$ cat config.mk
export PLATFORM = sky130hd
export DESIGN_NAME = rounded_corner_mask_rows_top
export DESIGN_NICKNAME = d
export VERILOG_FILES = /design/src/sv/rcm_pkg.sv /design/src/sv/rcm_ctrl.sv /design/src/sv/rcm_dpath.sv /design/src/sv/rounded_corner_mask_rows_top.sv
export VERILOG_INCLUDE_DIRS = /design/src /design/src/sv
export SDC_FILE = /design/constraint.sdc
export NUM_CORES = 1
export LEC_CHECK = 0
export BUFFER_PORTS_ARGS = -buffer_cell sky130_fd_sc_hd__buf_2
export CAP_MARGIN = 5
export CORE_UTILIZATION = 60
export CTS_CLUSTER_SIZE = 40
export DETAILED_ROUTE_END_ITERATION = 10
export PLACE_DENSITY = 0.84
export SLEW_MARGIN = 15
export SYNTH_ARGS = -nofsm -noshare
export SYNTH_HDL_FRONTEND = slang
export SYNTH_SLANG_ARGS = --single-unit
$ cat constraint.sdc
create_clock -name clk -period 11.7 [get_ports clk]
set_input_delay 2.34 -clock clk [delete_from_list [all_inputs] [get_ports clk]]
set_output_delay 2.34 -clock clk [all_outputs]
set_load 0.005 [all_outputs]
$ cat src/sv/assert_macros.svh
// Assertion macros shared by the rounded corner mask RTL.
// Plain text only; no dependencies.
`ifndef ASSERT_MACROS_SVH
`define ASSERT_MACROS_SVH

// Property checked on every rising clock edge outside reset.
`define RCM_ASSERT(label, clk, rst_n, prop, msg) \
  label: assert property (@(posedge clk) disable iff (!rst_n) prop) \
    else $error(msg);

// Antecedent in one cycle implies consequent in the next.
`define RCM_ASSERT_NEXT(label, clk, rst_n, ante, cons, msg) \
  label: assert property (@(posedge clk) disable iff (!rst_n) (ante) |=> (cons)) \
    else $error(msg);

`endif

$ cat src/sv/rcm_pkg.sv
// Shared constants and controller/datapath interface types for the
// rounded corner mask row generator. No dependencies.
package rcm_pkg;

  localparam int MAX_DIM_DEF = 512;

  // Field widths fixed by the interface.
  localparam int ROW_W      = 9;
  localparam int BYTE_W     = 8;
  localparam int BIDX_W     = 6;
  localparam int DIMCFG_W   = 10;
  localparam int RADIUS_W   = 16;
  localparam int CFG_IDX_W  = 8;
  localparam int CFG_DATA_W = 16;
  // Pixel position / length compare width (covers 512 and byte index * 8 + 8).
  localparam int LEN_W      = 10;

  // Register indexes.
  localparam logic [CFG_IDX_W-1:0] REG_MASK_WIDTH  = 8'd0;
  localparam logic [CFG_IDX_W-1:0] REG_MASK_HEIGHT = 8'd1;
  localparam logic [CFG_IDX_W-1:0] REG_RADIUS      = 8'd2;
  localparam logic [CFG_IDX_W-1:0] REG_ROUND_TOP   = 8'd3;

  // Register reset values.
  localparam logic [DIMCFG_W-1:0] RST_MASK_WIDTH  = 10'd512;
  localparam logic [DIMCFG_W-1:0] RST_MASK_HEIGHT = 10'd512;
  localparam logic [RADIUS_W-1:0] RST_RADIUS      = 16'd0;
  localparam logic                RST_ROUND_TOP   = 1'b1;

  typedef struct packed {
    logic load_row;   // capture requested row
    logic setup;      // register clamped width, height, radius
    logic decide;     // classify row, square d, clear counters
    logic sq_dy;      // square dy
    logic search;     // one inset step
    logic out_err;    // load the error word
    logic out_byte;   // load the next mask word
  } rcm_cmd_t;

  typedef struct packed {
    logic row_err;
    logic corner;
    logic search_done;
    logic last_byte;
    logic out_free;
  } rcm_status_t;

endpackage

$ cat src/sv/rcm_ctrl.sv
// Sequencer for the rounded corner mask row generator.
// Depends on rcm_pkg (command and status structs).
module rcm_ctrl (
  input  logic                 clk,
  input  logic                 rst_n,
  input  logic                 in_valid,
  output logic                 in_stall,
  output rcm_pkg::rcm_cmd_t    cmd,
  input  rcm_pkg::rcm_status_t status
);

  typedef enum logic [2:0] {
    ST_IDLE,
    ST_SETUP,
    ST_DECIDE,
    ST_SQ_DY,
    ST_SEARCH,
    ST_EMIT
  } state_t;

  state_t state_r, state_nxt;

  always_comb begin
    state_nxt = state_r;
    cmd       = '0;
    unique case (state_r)
      ST_IDLE: begin
        if (in_valid) begin
          cmd.load_row = 1'b1;
          state_nxt    = ST_SETUP;
        end
      end
      ST_SETUP: begin
        cmd.setup = 1'b1;
        state_nxt = ST_DECIDE;
      end
      ST_DECIDE: begin
        cmd.decide = 1'b1;
        if (status.row_err) begin
          // wait for the output register, then send the single error word
          if (status.out_free) begin
            cmd.out_err = 1'b1;
            state_nxt   = ST_IDLE;
          end
        end else if (status.corner) begin
          state_nxt = ST_SQ_DY;
        end else begin
          state_nxt = ST_EMIT;
        end
      end
      ST_SQ_DY: begin
        cmd.sq_dy = 1'b1;
        state_nxt = ST_SEARCH;
      end
      ST_SEARCH: begin
        cmd.search = 1'b1;
        if (status.search_done) begin
          state_nxt = ST_EMIT;
        end
      end
      ST_EMIT: begin
        if (status.out_free) begin
          cmd.out_byte = 1'b1;
          if (status.last_byte) begin
            state_nxt = ST_IDLE;
          end
        end
      end
      default: begin
        state_nxt = ST_IDLE;
      end
    endcase
  end

  always_ff @(posedge clk) begin
    if (!rst_n) begin
      state_r <= ST_IDLE;
    end else begin
      state_r <= state_nxt;
    end
  end

  assign in_stall = (state_r != ST_IDLE);

endmodule

$ cat src/sv/rcm_dpath.sv
// Datapath of the rounded corner mask row generator: config registers,
// clamping, shared squaring unit for the inset search, word builder, output register.
// Depends on rcm_pkg and assert_macros.svh.
`include "assert_macros.svh"

module rcm_dpath #(
  parameter int MAX_DIM = rcm_pkg::MAX_DIM_DEF
) (
  input  logic                            clk,
  input  logic                            rst_n,
  input  logic                            cfg_we,
  input  logic [rcm_pkg::CFG_IDX_W-1:0]   cfg_index,
  input  logic [rcm_pkg::CFG_DATA_W-1:0]  cfg_data,
  input  logic [rcm_pkg::ROW_W-1:0]       in_row_index,
  input  rcm_pkg::rcm_cmd_t               cmd,
  output rcm_pkg::rcm_status_t            status,
  input  logic                            out_stall,
  output logic                            out_valid,
  output logic [rcm_pkg::BYTE_W-1:0]      out_mask_byte,
  output logic [rcm_pkg::BIDX_W-1:0]      out_byte_index,
  output logic                            out_last_byte,
  output logic                            out_row_error
);

  localparam int LEN_W    = rcm_pkg::LEN_W;
  localparam int RADIUS_W = rcm_pkg::RADIUS_W;
  localparam int DIMCFG_W = rcm_pkg::DIMCFG_W;
  localparam int BYTE_W   = rcm_pkg::BYTE_W;
  localparam int BIDX_W   = rcm_pkg::BIDX_W;
  localparam int DIM_W    = $clog2(MAX_DIM + 1);
  localparam int RAD_W    = $clog2(MAX_DIM / 2 + 1);
  localparam int OP_W     = RAD_W + 1;
  localparam int PROD_W   = 2 * OP_W;
  localparam int SQ_W     = PROD_W + 1;

  // Configuration registers
  logic [DIMCFG_W-1:0] cfg_width_r;
  logic [DIMCFG_W-1:0] cfg_height_r;
  logic [RADIUS_W-1:0] cfg_radius_r;
  logic                cfg_round_top_r;

  always_ff @(posedge clk) begin
    if (!rst_n) begin
      cfg_width_r     <= rcm_pkg::RST_MASK_WIDTH;
      cfg_height_r    <= rcm_pkg::RST_MASK_HEIGHT;
      cfg_radius_r    <= rcm_pkg::RST_RADIUS;
      cfg_round_top_r <= rcm_pkg::RST_ROUND_TOP;
    end else if (cfg_we) begin
      unique case (cfg_index)
        rcm_pkg::REG_MASK_WIDTH:  cfg_width_r     <= cfg_data[DIMCFG_W-1:0];
        rcm_pkg::REG_MASK_HEIGHT: cfg_height_r    <= cfg_data[DIMCFG_W-1:0];
        rcm_pkg::REG_RADIUS:      cfg_radius_r    <= cfg_data[RADIUS_W-1:0];
        rcm_pkg::REG_ROUND_TOP:   cfg_round_top_r <= cfg_data[0];
        default: begin
        end
      endcase
    end
  end

  // Clamping of width, height and radius
  logic [DIM_W-1:0]    w_clamp, h_clamp;
  logic [RADIUS_W-1:0] rad_a, rad_b;

  always_comb begin
    if (cfg_width_r == '0) begin
      w_clamp = DIM_W'(1);
    end else if (cfg_width_r > DIMCFG_W'(MAX_DIM)) begin
      w_clamp = DIM_W'(MAX_DIM);
    end else begin
      w_clamp = cfg_width_r[DIM_W-1:0];
    end
    if (cfg_height_r == '0) begin
      h_clamp = DIM_W'(1);
    end else if (cfg_height_r > DIMCFG_W'(MAX_DIM)) begin
      h_clamp = DIM_W'(MAX_DIM);
    end else begin
      h_clamp = cfg_height_r[DIM_W-1:0];
    end
    rad_a = (cfg_radius_r > RADIUS_W'(w_clamp >> 1)) ? RADIUS_W'(w_clamp >> 1) : cfg_radius_r;
    rad_b = (rad_a > RADIUS_W'(h_clamp >> 1)) ? RADIUS_W'(h_clamp >> 1) : rad_a;
  end

  logic [rcm_pkg::ROW_W-1:0] row_r;
  logic [DIM_W-1:0]          w_r, h_r;
  logic [RAD_W-1:0]          r_r;

  always_ff @(posedge clk) begin
    if (cmd.load_row) begin
      row_r <= in_row_index;
    end
    if (cmd.setup) begin
      w_r <= w_clamp;
      h_r <= h_clamp;
      r_r <= rad_b[RAD_W-1:0];
    end
  end

  // Row classification
  logic [LEN_W-1:0] row_l, h_l, r_l, band_end, cy_full;
  logic             row_err, corner;

  always_comb begin
    row_l    = LEN_W'(row_r);
    h_l      = LEN_W'(h_r);
    r_l      = LEN_W'(r_r);
    band_end = h_l - r_l;
    row_err  = (row_l >= h_l);
    corner   = (r_r != '0) && ((row_l >= band_end) || (cfg_round_top_r && (row_l < r_l)));
    // distance from the nearer top or bottom edge of the mask
    cy_full  = (row_l < r_l) ? row_l : (h_l - row_l - LEN_W'(1));
  end

  // Inset search: one shared squaring unit
  logic [RAD_W-1:0]  cy_r, k_r;
  logic [PROD_W-1:0] dd_r, dyy_r;
  logic [OP_W-1:0]   d_op, dy_op, dx_op, mul_a;
  logic [PROD_W-1:0] mul_p;
  logic              hit, search_done;

  always_comb begin
    d_op  = {r_r, 1'b0};
    dy_op = d_op - {cy_r, 1'b0} - OP_W'(1);
    dx_op = d_op - {k_r, 1'b0} - OP_W'(1);
    if (cmd.decide) begin
      mul_a = d_op;
    end else if (cmd.sq_dy) begin
      mul_a = dy_op;
    end else begin
      mul_a = dx_op;
    end
    mul_p       = PROD_W'(mul_a) * PROD_W'(mul_a);
    hit         = (SQ_W'(mul_p) + SQ_W'(dyy_r)) <= SQ_W'(dd_r);
    search_done = (k_r == r_r) || hit;
  end

  // Word builder
  logic [BIDX_W-1:0] b_r;
  logic [DIM_W-1:0]  hi;
  logic [LEN_W-1:0]  byte_base, px;
  logic [BYTE_W-1:0] mask_byte;
  logic              last_byte;

  always_comb begin
    hi        = w_r - DIM_W'(k_r);
    byte_base = LEN_W'({b_r, 3'b000});
    mask_byte = '0;
    px        = byte_base;
    for (int i = 0; i < BYTE_W; i++) begin
      px = byte_base + LEN_W'(i);
      mask_byte[BYTE_W-1-i] = (px >= LEN_W'(k_r)) && (px < LEN_W'(hi));
    end
    last_byte = (byte_base + LEN_W'(BYTE_W)) >= LEN_W'(w_r);
  end

  always_ff @(posedge clk) begin
    if (cmd.decide) begin
      dd_r <= mul_p;
      cy_r <= cy_full[RAD_W-1:0];
      k_r  <= '0;
      b_r  <= '0;
    end
    if (cmd.sq_dy) begin
      dyy_r <= mul_p;
    end
    if (cmd.search && !search_done) begin
      k_r <= k_r + RAD_W'(1);
    end
    if (cmd.out_byte) begin
      b_r <= b_r + BIDX_W'(1);
    end
  end

  // Output register
  logic              out_valid_r, out_valid_nxt;
  logic [BYTE_W-1:0] out_mask_r;
  logic [BIDX_W-1:0] out_idx_r;
  logic              out_last_r, out_err_r;
  logic              out_free;

  assign out_free = !out_valid_r || !out_stall;

  always_comb begin
    if (cmd.out_err || cmd.out_byte) begin
      out_valid_nxt = 1'b1;
    end else if (out_stall) begin
      out_valid_nxt = out_valid_r;
    end else begin
      out_valid_nxt = 1'b0;
    end
  end

  always_ff @(posedge clk) begin
    if (!rst_n) begin
      out_valid_r <= 1'b0;
    end else begin
      out_valid_r <= out_valid_nxt;
    end
  end

  always_ff @(posedge clk) begin
    if (cmd.out_err) begin
      out_mask_r <= '0;
      out_idx_r  <= '0;
      out_last_r <= 1'b1;
      out_err_r  <= 1'b1;
    end else if (cmd.out_byte) begin
      out_mask_r <= mask_byte;
      out_idx_r  <= b_r;
      out_last_r <= last_byte;
      out_err_r  <= 1'b0;
    end
  end

  assign out_valid      = out_valid_r;
  assign out_mask_byte  = out_mask_r;
  assign out_byte_index = out_idx_r;
  assign out_last_byte  = out_last_r;
  assign out_row_error  = out_err_r;

  always_comb begin
    status.row_err     = row_err;
    status.corner      = corner;
    status.search_done = search_done;
    status.last_byte   = last_byte;
    status.out_free    = out_free;
  end

  `RCM_ASSERT(a_search_bound, clk, rst_n, cmd.search |-> (k_r <= r_r), "inset passed the radius")
  `RCM_ASSERT(a_word_in_row, clk, rst_n, cmd.out_byte |-> (byte_base < LEN_W'(w_r)), "word past row end")

endmodule

$ cat src/sv/rounded_corner_mask_rows_top.sv
// Rounded corner mask row generator. Each accepted row index yields that row of a
// 1-bit rounded-rectangle mask as (width+7)/8 words, leftmost pixel in bit 7, or a
// single error word for a row at or past the height. A corner row also runs the
// inset search, one candidate per cycle through the shared squaring multiplier,
// and a row waits while the output side stalls. Width, height and radius are
// clamped internally; config writes are always ready and must only occur while
// no row is in flight.
// Depends on rcm_pkg, rcm_ctrl, rcm_dpath and assert_macros.svh.
`include "assert_macros.svh"

module rounded_corner_mask_rows_top #(
  parameter int MAX_DIM = rcm_pkg::MAX_DIM_DEF
) (
  input  logic                           clk,
  input  logic                           rst_n,
  input  logic                           cfg_valid,
  output logic                           cfg_ready,
  input  logic [rcm_pkg::CFG_IDX_W-1:0]  cfg_index,
  input  logic [rcm_pkg::CFG_DATA_W-1:0] cfg_data,
  input  logic                           in_valid,
  output logic                           in_stall,
  input  logic [rcm_pkg::ROW_W-1:0]      in_row_index,
  output logic                           out_valid,
  input  logic                           out_stall,
  output logic [rcm_pkg::BYTE_W-1:0]     out_mask_byte,
  output logic [rcm_pkg::BIDX_W-1:0]     out_byte_index,
  output logic                           out_last_byte,
  output logic                           out_row_error
);

  rcm_pkg::rcm_cmd_t    cmd;
  rcm_pkg::rcm_status_t status;

  assign cfg_ready = 1'b1;

  rcm_ctrl u_ctrl (
    .clk      (clk),
    .rst_n    (rst_n),
    .in_valid (in_valid),
    .in_stall (in_stall),
    .cmd      (cmd),
    .status   (status)
  );

  rcm_dpath #(
    .MAX_DIM (MAX_DIM)
  ) u_dpath (
    .clk            (clk),
    .rst_n          (rst_n),
    .cfg_we         (cfg_valid && cfg_ready),
    .cfg_index      (cfg_index),
    .cfg_data       (cfg_data),
    .in_row_index   (in_row_index),
    .cmd            (cmd),
    .status         (status),
    .out_stall      (out_stall),
    .out_valid      (out_valid),
    .out_mask_byte  (out_mask_byte),
    .out_byte_index (out_byte_index),
    .out_last_byte  (out_last_byte),
    .out_row_error  (out_row_error)
  );

  `RCM_ASSERT_NEXT(a_busy_after_accept, clk, rst_n, in_valid && !in_stall, in_stall, "accepted row did not block input")
  `RCM_ASSERT(a_err_word, clk, rst_n, (out_valid && out_row_error) |-> (out_last_byte && (out_byte_index == '0) && (out_mask_byte == '0)), "malformed error word")

endmodule

== Word level (Yosys, flattened, before mapping) ==
Cells that the tools add are included.
Word-level totals
  bits in registers: 159
  latch bits: 0
  memory bits (writable): 0
  ROM bits: 0
  input bits: 38
  memories kept: 0
Cells by class
  add/subtract/negate cells: 19
  multipliers: 1
  divide/modulo/power cells: 0
  $lt $le $gt $ge: 25
  equal/unequal tests: 15
  shifts and indexed selects: 0
  mux-type cells: 33
  bitwise logic cells: 0
  reduce and logical (&&, ||, !) cells: 31
Operators with widths (number)
  $ge A10 B9 Y1: 7
  $lt A10 B10 Y1: 7
  $mux W10: 6
  $add A9 B3 Y10 const B: 4
  $mux W9: 4
  $gt A16 B9 Y1: 2
  $add A20 B20 Y21: 1
  $le A21 B20 Y1: 1
  $mux W3: 7
  $add A9 B2 Y10 const B: 2
  $ge A9 B10 Y1: 2
  $gt A10 B10 Y1 const B: 2
  $logic_not A10 Y1: 2
  $mul A10 B10 Y20: 1
  $sub A10 B1 Y10 const B: 2
  $sub A10 B10 Y10: 2
  $sub A10 B9 Y10: 2
  $pmux W3 S6: 1
  $eq A8 B2 Y1 const B: 2
  $mux W16: 1
  $mux W1: 12
  $mux W6: 2
  $logic_and A1 B1 Y1: 11
  $add A9 B1 Y10 const B: 1
  other kinds (26): 40

== Longest topological paths before layout ==
  depth after elaboration: 11
  mapped depth: 48
  depth with buffers taken out: 48

== Hierarchy ==
From an unflattened synthesis, not the netlist that was laid out.
Second synthesis, totals
  cell total of the unflattened synthesis: 1436
  area, all modules: 13730.7 µm²
By module, submodules not included
  rcm_dpath: times used 1, cells each 1405, area each 13501.7 µm², sequential area each 4083.9 µm²
  rcm_ctrl: times used 1, cells each 29, area each 217.7 µm², sequential area each 60.1 µm²
  rounded_corner_mask_rows_top: times used 1, cells each 2, area each 11.3 µm², sequential area each 0.0 µm²

== Least setup slack after synthesis ==
Ideal clock, no wire load.
  path kind: register to register
  start: register u_dpath.r_r[0]
  end: register u_dpath.k_r[0], enable pin
  library setup time: 0.311 ns
  arrival time: 9.456 ns
  required time: 11.389 ns
  path slack: 1.933 ns
  stages on the path, launching flop included: 45
  path buffers: 2
  cell sequence: edfxtp_1 > ha_1 > inv_1 > fa_1 > nor2b_1 > o21ai_1 > a21oi_1 > o21ai_0 > a311oi_1 > a21o_1 > buf_2 > nor2_1 > fa_1 > inv_1 > fa_1 > fa_1 > inv_1 > fa_1 > [... 9 more ...] > a21oi_2 > xnor2_1 > ha_1 > a21oi_1 > o21ai_1 > o21ai_0 > nand2b_1 > a21oi_1 > xnor2_1 > ha_1 > a21o_1 > a21o_1 > a2111oi_2 > a211oi_1 > a211oi_1 > or2_1 > buf_2 > nand2_1
On the way
  cells in the longest elaborated chain, start to end: 11
  elaborated cells on any way between the ends: 14
Ends and longest elaborated chain
  start: declaration: line rcm_dpath.sv:85  | logic [RAD_W-1:0] r_r;
  start signal: assignment: line rcm_dpath.sv:94  | r_r <= rad_b[RAD_W-1:0];
  $sub A10 B10 Y10 (on tied branches): line rcm_dpath.sv:123, rcm_dpath.sv:122
  $sub A10 B1 Y10 (on tied branches): line rcm_dpath.sv:123, rcm_dpath.sv:122
  $mux W10: line rcm_dpath.sv:126  | end else if (cmd.sq_dy) begin
  $mux W10 (*): line rcm_dpath.sv:124  | if (cmd.decide) begin
  $mul A10 B10 Y20 (*): line rcm_dpath.sv:131  | mul_p = PROD_W'(mul_a) * PROD_W'(mul_a);
  net u_dpath.mul_p[13]: line rcm_dpath.sv:117  | logic [PROD_W-1:0] mul_p;
  $add A20 B20 Y21 (*): line rcm_dpath.sv:132  | hit = (SQ_W'(mul_p) + SQ_W'(dyy_r)) <= SQ_W'(dd_r);
  $le A21 B20 Y1 (*): line rcm_dpath.sv:132
  $logic_or A1 B1 Y1 (*): line rcm_dpath.sv:133  | search_done = (k_r == r_r) || hit;
  $logic_not A1 Y1 (*): line rcm_dpath.sv:165  | if (cmd.search && !search_done) begin
  $logic_and A1 B1 Y1 (*): line rcm_dpath.sv:165
  $reduce_bool A2 Y1 (no line) (*)
  end signal: assignment: line rcm_dpath.sv:166  | k_r <= k_r + RAD_W'(1);
  end: declaration: line rcm_dpath.sv:114  | logic [RAD_W-1:0] cy_r, k_r;
Mark *: on every way through the listed nets, which the timed path passes. The rest lies on a longest branch.
A chain may end at the register's enable or synchronous reset.

== Worst setup path after layout ==
  start: register u_dpath.r_r[0]
  end: register u_dpath.k_r[3], enable pin
Same word-level chain as after synthesis.

==> flow_summary_export.csv <==
group,metric,value,unit
timing,fin_crit,10990,ps
timing,rsz0062_at_grt,"no",
timing,setup_ws,714,ps
global_route,grt_overflow,0,
cts,cts.sinks,157,
place,placed_cells,1755,
global_route,grt_max_degree,44,
cts,cts_tree,"built",
min_path,hold_class,"reg -> reg",
critical_path,critical-path-top-delay-family,"adder cells",
yosys,synth_cell_types,91,
critical_path,r2r_setup_slack,710,ps
floorplan,pin_count,57,
yosys,synthFlopType,"edfxtp_1",
routing,finalWirelength,31000,um
yosys,ys_seq_area_frac,0.304,
yosys,synth_area,13600,um^2
place,port-buffer-count,55,
place,post-dp-hpwl,23900,um
yosys,synth_edf_count,100,
yosys,ys_warn_count,0,
routing,drcViolationCount,1,
routing,postRouteAntennaNets,0,
place,globalplace.congestion,0.929,
yosys,synth_area_leader_cell,"edfxtp_1",
timing,setup_tns,0,ps
job,maxCapViolations,0,
cts,cts-buffers-inserted,17,
critical_path,cp_max_fo,9,
status,failed_checks,"design-rule violations",
global_route,grt.total_usage,0.276,
cells_and_area,drive_above_1_share,0.101,
global_route,grt_pass1_vias,10800,
cells_and_area,instances_no_fill,1788,
floorplan,die_y,153,um
cts,clk_latency,450,ps
timing,finalClockSkew,16.5,ps
floorplan,die-area,23300,um^2
status,status,"complete, but fails checks",
cells_and_area,area_growth,8.70,%
routing,via_per_inst,5.90,
floorplan,die_width,153,um
critical_path,critPathArrivalTime,11150,ps
yosys,avgSynthCellArea,9.45,um^2
yosys,synth_commonest_cells,"199 x ha_1, 187 x inv_1, 139 x nand2_1",
timing,relSlewSlack,0.431,
timing,clock.fmax,0.0910,GHz
cts,root_buffer,"clkbuf_16",
critical_path,critical_path.slowest_cell,"fa_1",
yosys,postSynthCellCount,1442,
critical_path,required,11860,ps
yosys,synth_nets,1731,
yosys,ys_seq_elements,157,
critical_path,crit_path_start_kind,"flip-flop",
yosys,synth_area_leaders,"edfxtp_1 22%, ha_1 18%, dfxtp_1 8.4%, fa_1 7.6%, inv_1 5.1%",
floorplan,core_area,22000,um^2
cells_and_area,antenna_cells,0,
critical_path,crit_path_end_kind,"flip-flop",
critical_path,critPathMostFrequentCell,"fa_1",
routing,drtPass1Iterations,8,
timing,fin_crit_sh,0.939,
critical_path,cp_num_buf_inv,5,
floorplan,row_count,54,
timing,tightest_slew,854,ps
routing,wl_per_cell,17.3,um
cells_and_area,fin_nets,1784,
routing,vias,10600,
cells_and_area,fillers,1675,
yosys,synth_top_cell_area_share,0.220,
cts,htreeDepth,4,
critical_path,cp_slowest_stage_delay,540,ps
global_route,antenna_found_initial,0,
critical_path,path_class,"reg -> reg",
cts,clkTransAtPathRegs,70,ps
yosys,synthMostInstantiatedCell,"ha_1",
timing,setup_viol,0,
timing,finalMaxSlewViolations,0,
global_route,grt_pass1_wl,51900,um
cts,clockBufferDepth,2,
routing,drtIter0Drc,622,
floorplan,initial_core_util,0.619,
place,dpl_worst_slack,588,ps
timing,hold_viol_final,0,
yosys,async_flop_share,0,
==> metal layers <==
| layer | GRT usage | wire, um | vias to the layer above |
|---|---|---|---|
| met5 | 0 | 0 | - |
| met4 | 0.114 | 981 | 0 |
| met3 | 0.0350 | 1360 | 79 |
| met2 | 0.472 | 14800 | 318 |
| met1 | 0.352 | 13800 | 5015 |
| li1 | - | - | 5146 |
==> registers in the layout, summed over array words and instances, names as in the netlist, 10 cells and up <==
| signal | cells |
|---|---|
| u_dpath.cfg_height_r | 10 |
| u_dpath.cfg_radius_r | 16 |
| u_dpath.cfg_width_r | 10 |
| u_dpath.dd_r | 19 |
| u_dpath.dyy_r | 19 |
| u_dpath.h_l | 10 |
| u_dpath.w_r | 10 |
==> kinds of logic (layout without fill, tap and decap cells) <==
logic type | after synthesis | in the layout | synth area share
AOI/OAI and AO/OA | 321 | 321 | 0.161
xor gates and xnor gates | 78 | 78 | 0.0501
adders and majority gates | 251 | 251 | 0.259
buffers and inverters | 218 | 284 | 0.0628
DFF | 157 | 157 | 0.304
muxes | 27 | 27 | 0.0243
other | 1 | 1 | 0.000275
and+or+nand+nor | 389 | 389 | 0.139
==> placed cells by master, fill, tap and decap left out, drive strengths merged, types with 4 or more instances in the layout <==
master	instances
a211oi	13
a21boi	36
a21o	30
a21oi	72
a22o	8
a31o	4
a31oi	6
a32o	6
and2	9
and3	8
buf	61
clkbuf	17
clkinv	9
dfxtp	57
edfxtp	100
fa	52
ha	199
inv	197
mux2	19
mux2i	8
nand2	139
nand2b	20
nand3	28
nand4	14
nor2	84
nor2b	23
nor3	16
nor4	11
o211ai	11
o21a	19
o21ai	77
o21bai	6
o31ai	4
or2	18
or3	5
xnor2	46
xor2	32
==> path summary, 6_finish.rpt <==
check / end / startpoint / depth (start not counted)
max: u_dpath.k_r[3]$_SDFFCE_PN0P_ / u_dpath.r_r[0]$_DFFE_PN_ / 42
min: u_dpath.out_row_error$_SDFFE_PP1P_ / u_dpath.out_row_error$_SDFFE_PP1P_ / 1
max reg2reg: u_dpath.k_r[3]$_SDFFCE_PN0P_ / u_dpath.r_r[0]$_DFFE_PN_ / 42
min reg2reg: u_dpath.out_row_error$_SDFFE_PP1P_ / u_dpath.out_row_error$_SDFFE_PP1P_ / 1
==> timing repair <==
| action | in CTS | in global routing |
|---|---|---|
| setup buffers | 0 | 0 |
| setup endpoints to repair | 0 | 9 |
| hold buffers | 0 | 0 |
| hold endpoints to repair | 0 | 0 |
| resized for setup | 0 | 2 |
==> stage by stage <==
| stage | hold WS (ps) | area [um^2] | util |
|---|---|---|---|
| finish | 453 | 14800 | 0.673 |
| global route | 479 | 14800 | 0.673 |
| CTS | 451 | 14800 | 0.672 |
| detailed placement | 434 | 14200 | 0.643 |
| global placement | 428 | 14200 | 0.643 |
| floorplan | 430 | 13600 | - |
==> area by class of cell <==
| type | instances | area (um^2) | share of cell area |
|---|---|---|---|
| Tap cell | 280 | 350 | 0.0236 |
| Clock buffer | 17 | 425 | 0.0287 |
| Clock inverter | 15 | 211 | 0.0143 |
| Timing Repair Buffer | 61 | 320 | 0.0216 |
| Multi-Input combinational cell | 1067 | 8650 | 0.584 |
| Sequential cell | 157 | 4140 | 0.280 |
| Inverter | 191 | 717 | 0.0484 |
Power is not shown: default switching activity piles up to over one toggle a cycle in this logic, so the estimate is an artifact.
